==> src/rtl/upsc_pkg.sv <==
// ----------------------------------------------------------------------------
// upsc_pkg
// Shared types, register indexes and the averaging function of the 2x
// upscaler with slice blend.
// ----------------------------------------------------------------------------
`default_nettype none

package upsc_pkg;

  // Pixel and coordinate widths of the stream fields
  localparam int PIX_W   = 16;
  localparam int COORD_W = 11;
  localparam int CFG_W   = 11;
  // Wide enough for a clamped frame dimension up to 4096
  localparam int DIM_W   = 13;

  typedef logic signed [PIX_W-1:0] pixel_t;
  typedef logic [COORD_W-1:0]      coord_t;
  typedef logic [CFG_W-1:0]        cfg_data_t;
  typedef logic [1:0]              cfg_index_t;
  typedef logic [DIM_W-1:0]        dim_t;

  // Configuration register indexes
  localparam cfg_index_t REG_FRAME_WIDTH  = 2'd0;
  localparam cfg_index_t REG_FRAME_HEIGHT = 2'd1;
  localparam cfg_index_t REG_BLEND_SLICES = 2'd2;

  // Input action codes
  localparam logic ACT_PIXEL = 1'b0;
  localparam logic ACT_FLUSH = 1'b1;

  // Reset values of the size registers
  localparam cfg_data_t FRAME_DIM_RESET = 11'd512;

  // One 2x2 output block: doubled base coordinates and the four operands.
  // Result k of the block is avg(p, operand k), operand 0 being p itself.
  typedef struct packed {
    coord_t ox;
    coord_t oy;
    pixel_t p;
    pixel_t right;
    pixel_t below;
    pixel_t diag;
  } blk_t;

  // Work handed from the pixel pipeline to the result sequencer
  typedef struct packed {
    logic          two;
    blk_t [1:0]    blks;
  } job_t;

  // Half of the exact sum, truncated toward zero
  function automatic pixel_t avg2(input pixel_t a, input pixel_t b);
    logic signed [PIX_W:0] sum;
    logic signed [PIX_W:0] adj;
    sum = {a[PIX_W-1], a} + {b[PIX_W-1], b};
    adj = sum + {{PIX_W{1'b0}}, sum[PIX_W]};
    return adj[PIX_W:1];
  endfunction

endpackage

`default_nettype wire

==> src/rtl/upsc_out_if.sv <==
// ----------------------------------------------------------------------------
// upsc_out_if
// Output stream channel: upscaled pixels with their coordinates.
// ----------------------------------------------------------------------------
`default_nettype none

interface upsc_out_if;
  import upsc_pkg::*;

  logic   valid;
  logic   ready;
  coord_t out_x;
  coord_t out_y;
  pixel_t out_value;
  logic   last;

  modport source (output valid, output out_x, output out_y, output out_value,
                  output last, input ready);
  modport sink (input valid, input out_x, input out_y, input out_value,
                input last, output ready);
endinterface

`default_nettype wire

==> src/rtl/upsc_emit.sv <==
// ----------------------------------------------------------------------------
// upsc_emit
// Result sequencer: walks the one or two 2x2 blocks of a job, averages one
// operand pair per cycle unless stalled and puts it in the output register.
// ----------------------------------------------------------------------------
`default_nettype none

module upsc_emit (
  input  wire logic            clk,
  input  wire logic            rst,
  input  wire logic            job_load,
  input  wire upsc_pkg::job_t  job_in,
  output logic                 job_free,
  upsc_out_if.source           pix_out
);
  import upsc_pkg::*;

  logic       job_valid;
  job_t       job;
  logic [2:0] idx;

  blk_t       cur;
  pixel_t     other;
  logic       step_last;
  logic       out_load;

  // Select the block and operand of this step
  always_comb begin
    cur = job.blks[idx[2]];
    case (idx[1:0])
      2'd0:    other = cur.p;
      2'd1:    other = cur.right;
      2'd2:    other = cur.below;
      2'd3:    other = cur.diag;
      default: other = cur.p;
    endcase
  end

  assign step_last = (idx[1:0] == 2'b11) && (idx[2] || !job.two);
  assign out_load  = job_valid && (!pix_out.valid || pix_out.ready);
  assign job_free  = !job_valid || (out_load && step_last);

  // Advance through the job and accept the next one
  always_ff @(posedge clk) begin
    if (rst) begin
      job_valid <= 1'b0;
      idx       <= 3'd0;
    end else if (job_load) begin
      job_valid <= 1'b1;
      idx       <= 3'd0;
    end else if (out_load) begin
      if (step_last) begin
        job_valid <= 1'b0;
        idx       <= 3'd0;
      end else begin
        idx <= idx + 3'd1;
      end
    end
  end

  // Hold the job payload
  always_ff @(posedge clk) begin
    if (job_load) begin
      job <= job_in;
    end
  end

  // Output register: hold while stalled
  always_ff @(posedge clk) begin
    if (rst) begin
      pix_out.valid <= 1'b0;
    end else if (out_load) begin
      pix_out.valid <= 1'b1;
    end else if (pix_out.ready) begin
      pix_out.valid <= 1'b0;
    end
  end

  always_ff @(posedge clk) begin
    if (out_load) begin
      pix_out.out_x     <= cur.ox | {{(COORD_W-1){1'b0}}, idx[0]};
      pix_out.out_y     <= cur.oy | {{(COORD_W-1){1'b0}}, idx[1]};
      pix_out.out_value <= avg2(cur.p, other);
      pix_out.last      <= step_last;
    end
  end

endmodule

`default_nettype wire

==> src/flat_wrapper.sv <==
// flat-port wrapper written by rule: the top's interface ports become plain ports
module upsc_emit_flat import upsc_pkg::*;
  (clk, rst, job_load, job_in, job_free, pix_out_valid, pix_out_out_x, pix_out_out_y, pix_out_out_value, pix_out_last, pix_out_ready);
  upsc_out_if pix_out_i ();
  input  wire logic clk;
  input  wire logic rst;
  input  wire logic job_load;
  input  wire upsc_pkg::job_t job_in;
  output logic job_free;
  output wire logic [$bits(pix_out_i.valid)-1:0] pix_out_valid;
  output wire logic [$bits(pix_out_i.out_x)-1:0] pix_out_out_x;
  output wire logic [$bits(pix_out_i.out_y)-1:0] pix_out_out_y;
  output wire logic [$bits(pix_out_i.out_value)-1:0] pix_out_out_value;
  output wire logic [$bits(pix_out_i.last)-1:0] pix_out_last;
  input wire logic [$bits(pix_out_i.ready)-1:0] pix_out_ready;
  assign pix_out_valid = pix_out_i.valid;
  assign pix_out_out_x = pix_out_i.out_x;
  assign pix_out_out_y = pix_out_i.out_y;
  assign pix_out_out_value = pix_out_i.out_value;
  assign pix_out_last = pix_out_i.last;
  assign pix_out_i.ready = pix_out_ready;
  upsc_emit u_core (.clk(clk), .rst(rst), .job_load(job_load), .job_in(job_in), .job_free(job_free), .pix_out(pix_out_i));
endmodule
==> config.mk <==
export PLATFORM = sky130hd
export DESIGN_NAME = upsc_emit_flat
export DESIGN_NICKNAME = d
export VERILOG_FILES = /design/src/rtl/upsc_pkg.sv /design/src/rtl/upsc_out_if.sv /design/src/rtl/upsc_emit.sv /design/src/flat_wrapper.sv
export SDC_FILE = /design/constraint.sdc
export NUM_CORES = 1
export LEC_CHECK = 0
export BUFFER_PORTS_ARGS = -buffer_cell sky130_fd_sc_hd__buf_2
export CORE_MARGIN = 2
export CORE_UTILIZATION = 40
export CTS_BUF_LIST = sky130_fd_sc_hd__clkbuf_8 sky130_fd_sc_hd__clkbuf_16
export CTS_CLUSTER_SIZE = 28
export DETAILED_ROUTE_END_ITERATION = 12
export SYNTH_ARGS = -nofsm -noshare
export SYNTH_HDL_FRONTEND = slang
export SYNTH_SLANG_ARGS = --single-unit
==> constraint.sdc <==
create_clock -name clk -period 6.8 [get_ports clk]
set_input_delay 1.02 -clock clk [delete_from_list [all_inputs] [get_ports clk]]
set_output_delay 1.02 -clock clk [all_outputs]
set_load 0.005 [all_outputs]
; ---- Word-level counts from Yosys, hierarchy flattened
; Index checks and enable logic that the tools add are counted.
[op_classes]
n_addsub = 3
magnitude_cmp = 1
eq_ne = 3
mux = 9
bitwise = 2
n_reduce_logical = 15
[op_table]
columns = operator, count
row1 = 2-to-1 mux 86 bit, 2
row2 = one-hot mux 16 bit (4 select lines), 1
row3 = OR 11 x 1 -> 11 bit, 2
row4 = adder 16 x 16 -> 17 bit, 1
row5 = adder 17 x 1 -> 17 bit, 1
row6 = nonzero test 2 bit, 3
row7 = 2-to-1 mux 1 bit, 5
row8 = "== test 2 bit, second input constant", 2
row9 = "adder 3 x 1 -> 3 bit, second input constant", 1
row10 = logical AND 1 bit, 3
row11 = zero test 1 bit, 3
row12 = logical OR 1 bit, 3
row13 = 2-to-1 mux 3 bit, 1
row14 = "== test 2 x 1 -> 1 bit, second input constant", 1
row15 = zero test 2 bit, 1
row16 = "< comparator 1 x 2 -> 1 bit, second input constant", 1
row17 = AND reduction 2 bit, 1
row18 = OR reduction 2 bit, 1
[word_totals]
register_bits = 217
in_bits = 177
output_inout_bits = 41

; ---- Logic depth before layout (Yosys ltp)
[depth]
ltp_word = 6
ltp_mapped = 17

; ---- Worst setup path after synthesis
; OpenSTA, ideal clock, no wires.
[synth_path]
kind = flip-flop to flip-flop
startpoint = reg u_core.idx[2]
endpoint = reg u_core.pix_out.out_value[9], data pin
arrival_time_ns = 3.608
required_time_ns = 6.540
slack_ns = 2.932
path_stages_with_launch = 15
n_path_buf = 2
cell_sequence = dfxtp_1 -> clkbuf_1 -> clkbuf_1 -> mux2_2 -> nand2_1 -> o21ai_0 -> ha_1 -> fa_1 -> a31o_2 -> a21oi_1 -> o41a_2 -> nand4_4 -> mux2_4 -> a211oi_2 -> xnor2_1
[synth_via]
elab_chain_len = 5
[synth_lines]
columns = item, line
row1 = "start, declared", upsc_emit.sv:20  ; logic [2:0] idx;
row2 = "start signal, assigned", upsc_emit.sv:56  ; idx <= idx + 3'd1;
row3 = 2-to-1 mux 86 bit (not written as such) (*) (2 in series), upsc_emit.sv:29  ; cur = job.blks[idx[2]];
row4 = one-hot mux 16 bit (4 select lines), upsc_emit.sv:30  ; case (idx[1:0])
row5 = adder 16 x 16 -> 17 bit (*), upsc_pkg.sv:56  ; sum = {a[PIX_W-1], a} + {b[PIX_W-1], b};
row6 = adder 17 x 1 -> 17 bit (*), upsc_pkg.sv:57  ; adj = sum + {{PIX_W{1'b0}}, sum[PIX_W]};
row7 = "end signal, assigned", upsc_emit.sv:83  ; pix_out.out_value <= avg2(cur.p, other);
row8 = "end, declared", upsc_out_if.sv:17  ; modport source (output valid, output out_x, output out_y, output out_value,
; Every way passes the cells marked *; elsewhere a longest branch is shown, timed or not. The select of a mux whose other input is x is not followed.
; A chain may end at the register's enable or synchronous reset.

; ---- Worst setup path in the final report
[layout_path]
startpoint = reg u_core.idx[0]
endpoint = reg u_core.pix_out.out_value[15], data pin
[layout_via]
elab_chain_len = 4
[layout_lines]
columns = item, line
row1 = == test 2 bit (tied with other cells), upsc_emit.sv:30
row2 = one-hot mux 16 bit (4 select lines) (*), upsc_emit.sv:30
row3 = adder 16 x 16 -> 17 bit (*), upsc_pkg.sv:56
row4 = adder 17 x 1 -> 17 bit (*), upsc_pkg.sv:57
; Every way passes the cells marked *; elsewhere a longest branch is shown, timed or not.

==> impl_metrics.py <==
metrics = {
    "timing": {
        "post-route-min-period_ps": 4810,
        "maxSlewHeadroom_pct": 13.2,
        "rsz0062_at_grt": "no",
        "worst_slew_pin_slew_ps": 1300,
        "fin_crit_sh_pct": 70.7,
        "fin_tns_setup_ps": 0,
        "hold_viol_final": 0,
        "maxSlewViolCount": 0,
        "hold-worst-slack_ps": 488,
        "finClkSkew_ps": 5.79,
        "max_freq_mhz": 208,
        "finalSetupViolCount": 0,
    },
    "synth": {
        "synth_mux_area_share_pct": 5.13,
        "ys_top_cells_by_area": "edfxtp_1 (71%), mux2_2 (4.6%), a222oi_1 (3.6%)",
        "synth_cells": 570,
        "synth_top_family_by_area": "compound AO/OA/AOI/OAI gates",
        "synth_largest_area_cell": "edfxtp_1",
        "synth_nets": 768,
        "yosysUniqueCellTypes": 61,
        "synth_edf_count": 212,
        "yosys-top-cells-count": "edfxtp_1 (212), nand2_1 (82), mux2_2 (37)",
        "synth.most_common_cell": "edfxtp_1",
        "yosys_register_bits": 217,
        "synth_ff_type": "edfxtp_1",
        "ys_warn_count": 0,
        "synthAdderAreaFrac_pct": 3.00,
        "netlist_area_um2": 9010,
        "synth-compound-area-share_pct": 9.18,
        "syn_area_per_cell_um2": 15.8,
        "synth-xor-area-share_pct": 2.61,
        "ys_seq_area_share_pct": 71.8,
        "synth_top_area_share_pct": 70.7,
        "yosys.area_share.simple_pct": 6.76,
        "async_reset_ff_share_pct": 0,
    },
    "layout": {
        "area_growth_pct": 23.4,
        "final_area_um2": 11100,
        "fillerInstances": 1866,
        "layout-drive-gt1-share_pct": 38.0,
        "multi_input_area_um2": 2400,
        "register_area_um2": 6470,
        "final_nets": 986,
        "final_cells": 1091,
    },
    "grt": {
        "grt_pass1_wl_um": 31300,
        "track_usage_pct": 16.8,
        "grt_pass1_vias": 5938,
        "grt-ovfl-total": 0,
        "grt_max_degree": 107,
        "antenna_found_initial": 6,
    },
    "floorplan": {
        "num_io_pins": 218,
        "placeableCoreArea_um2": 22000,
        "rows": 54,
        "start_util_pct": 41.0,
        "die_w_um": 154,
        "die-area_um2": 23700,
        "die_h_um": 154,
    },
    "placed_design": {
        "placed_area_um2": 10400,
        "place.gp.congestion": 0.846,
        "port_buffers": 217,
        "dp_cells": 1043,
        "place_hpwl_um": 14500,
    },
    "pwr": {
        "pwr-share-seq_pct": 50.4,
        "switchingPower_uw": 747,
        "power.leakage_nw": 4.35,
        "p_clk_share_pct": 37.4,
        "switching_share_pct": 23.1,
        "powerDensity_nw_per_um2": 292,
        "ir_drop_mv": 0.233,
        "internal_power_mw": 2.49,
        "total_power_mw": 3.24,
        "combPwrFrac_pct": 12.2,
    },
    "setup_path": {
        "crit_fanout": 32,
        "worstSetupPathType": "reg -> reg",
        "startpoint_type": "register",
        "rr_worst_depth": 15,
        "worstPathRequired_ps": 7050,
        "worst_ep_arrival_time_ps": 5060,
        "endpoint_kind": "register",
    },
    "clock_network": {
        "htreeDepth": 1,
        "ctsResizeCount": 0,
        "cts_buffers": 23,
        "cts_tree": "done",
        "cts.sink_count": 217,
        "postCtsSetupBuffers": 0,
        "cts_buffer_depth": 3,
        "clkLatencyLatePin_ps": 520,
        "cts_hold_buf": 0,
        "clkSlewWorstSetupHoldPaths_ps": 60,
        "cts_root_buf": "clkbuf_16",
    },
    "route": {
        "num_vias": 5643,
        "drc_errors": 0,
        "ant_nets": 0,
        "vias_per_cell": 5.17,
        "first_pass_iters": 5,
        "wl_um": 20300,
        "drt_iter0_markers": 462,
        "post_drt_wl_per_cell_um": 18.7,
    },
    "run": {
        "maxCapViolCount": 0,
    },
    "outcome": {
        "status": "finished, final reports clean",
    },
    "hold_path": {
        "hold-path-cell-count": 2,
        "hp-class": "reg -> reg",
    },
}
==> placed cells by master (no fill, tap or decap), types with 3 or more instances in the layout <==
cell and count:
a21oi_1 14, a21o_1 7, xor2_1 6, nor2_1 8
xnor2_1 19, edfxtp_1 212, a222oi_1 32, a31oi_1 4
o21ai_1 5, inv_1 14, nand2_1 82, nand3_1 7
dfxtp_1 4, ha_1 20, mux2i_1 3, mux2_2 37
nor3_1 4, clkbuf_16 23, buf_4 3, nand2b_1 4
o21ai_0 19, and3_1 5, clkinv_1 5, and2_1 5
buf_2 216, diode_2 6
==> area by class of cell <==
cell class                 count  area share [%]
sequential                   217            58.2
multi-input combinational    319            21.6
timing repair buffer         220            10.0
clock buffer                  25            5.43
tap                          280            3.15
clock inverter                17            1.22
inverter                       7           0.236
antenna                        6           0.135
==> metal layers <==
layer,global-route usage [%],share of wire [%]
met2,28.6,50
met3,3.41,6.7
met4,5.56,2.1
met5,0,0
met1,21.7,42
==> per-stage QoR <==
stage	util (%)	worst slack [ps]
6_report	50.6	1990
2_1_floorplan	-	2930
3_3_place_gp	47.2	2260
4_1_cts	50.6	1990
3_5_place_dp	47.2	2020
5_1_grt	50.6	1540
==> power groups by stage <==
stage / clock (mW) / sequential, mW / combinational [mW]
after detailed placement: 0 / 1.66 / 0.398
after global routing: 1.29 / 1.64 / 0.438
after global placement: 0 / 1.66 / 0.387
after CTS: 1.24 / 1.63 / 0.399
final: 1.21 / 1.63 / 0.396
after floorplan: 0 / 1.65 / 0.238
==> sequential cells by signal (all words and copies together), names as in the netlist <==
name and flops:
u_core.pix_out.last 1, u_core.pix_out.out_y 11, u_core.pix_out.out_x 11, u_core.job 173, u_core.pix_out.out_value 16, u_core.job_valid 1
u_core.idx 3, u_core.pix_out.valid 1
==> kinds of logic after synthesis <==
logic type               count (synthesis)
flip-flops                             217
AND/OR/NAND/NOR                        128
AO/OA/AOI/OAI                          103
multiplexers                            41
buffers and inverters                   34
XOR/XNOR                                26
adder cells (fa/ha/maj)                 21
==> worst max-delay path: stages, from the launching register on <==
cell       delay [ps]
dfxtp_1           350
inv_1             120
ha_1             1020
a222oi_1          240
nand2_1           150
nand2_1            70
o21ai_0           160
ha_1              390
a21oi_1           410
o211ai_1          230
a31o_4            280
and2_4            160
a2111oi_4         310
nor4b_4           330
and3_4            250
a21boi_1           70
==> final timing paths <==
kind                          from                      endpoint  slack [ps]
setup / recovery     u_core.idx[0]  u_core.pix_out.out_value[15]        1990
hold / removal    u_core.job_valid          u_core.pix_out.valid         490
setup reg to reg     u_core.idx[0]  u_core.pix_out.out_value[15]        1990
hold reg to reg   u_core.job_valid          u_core.pix_out.valid         490
(Power assumes the default switching activity.)
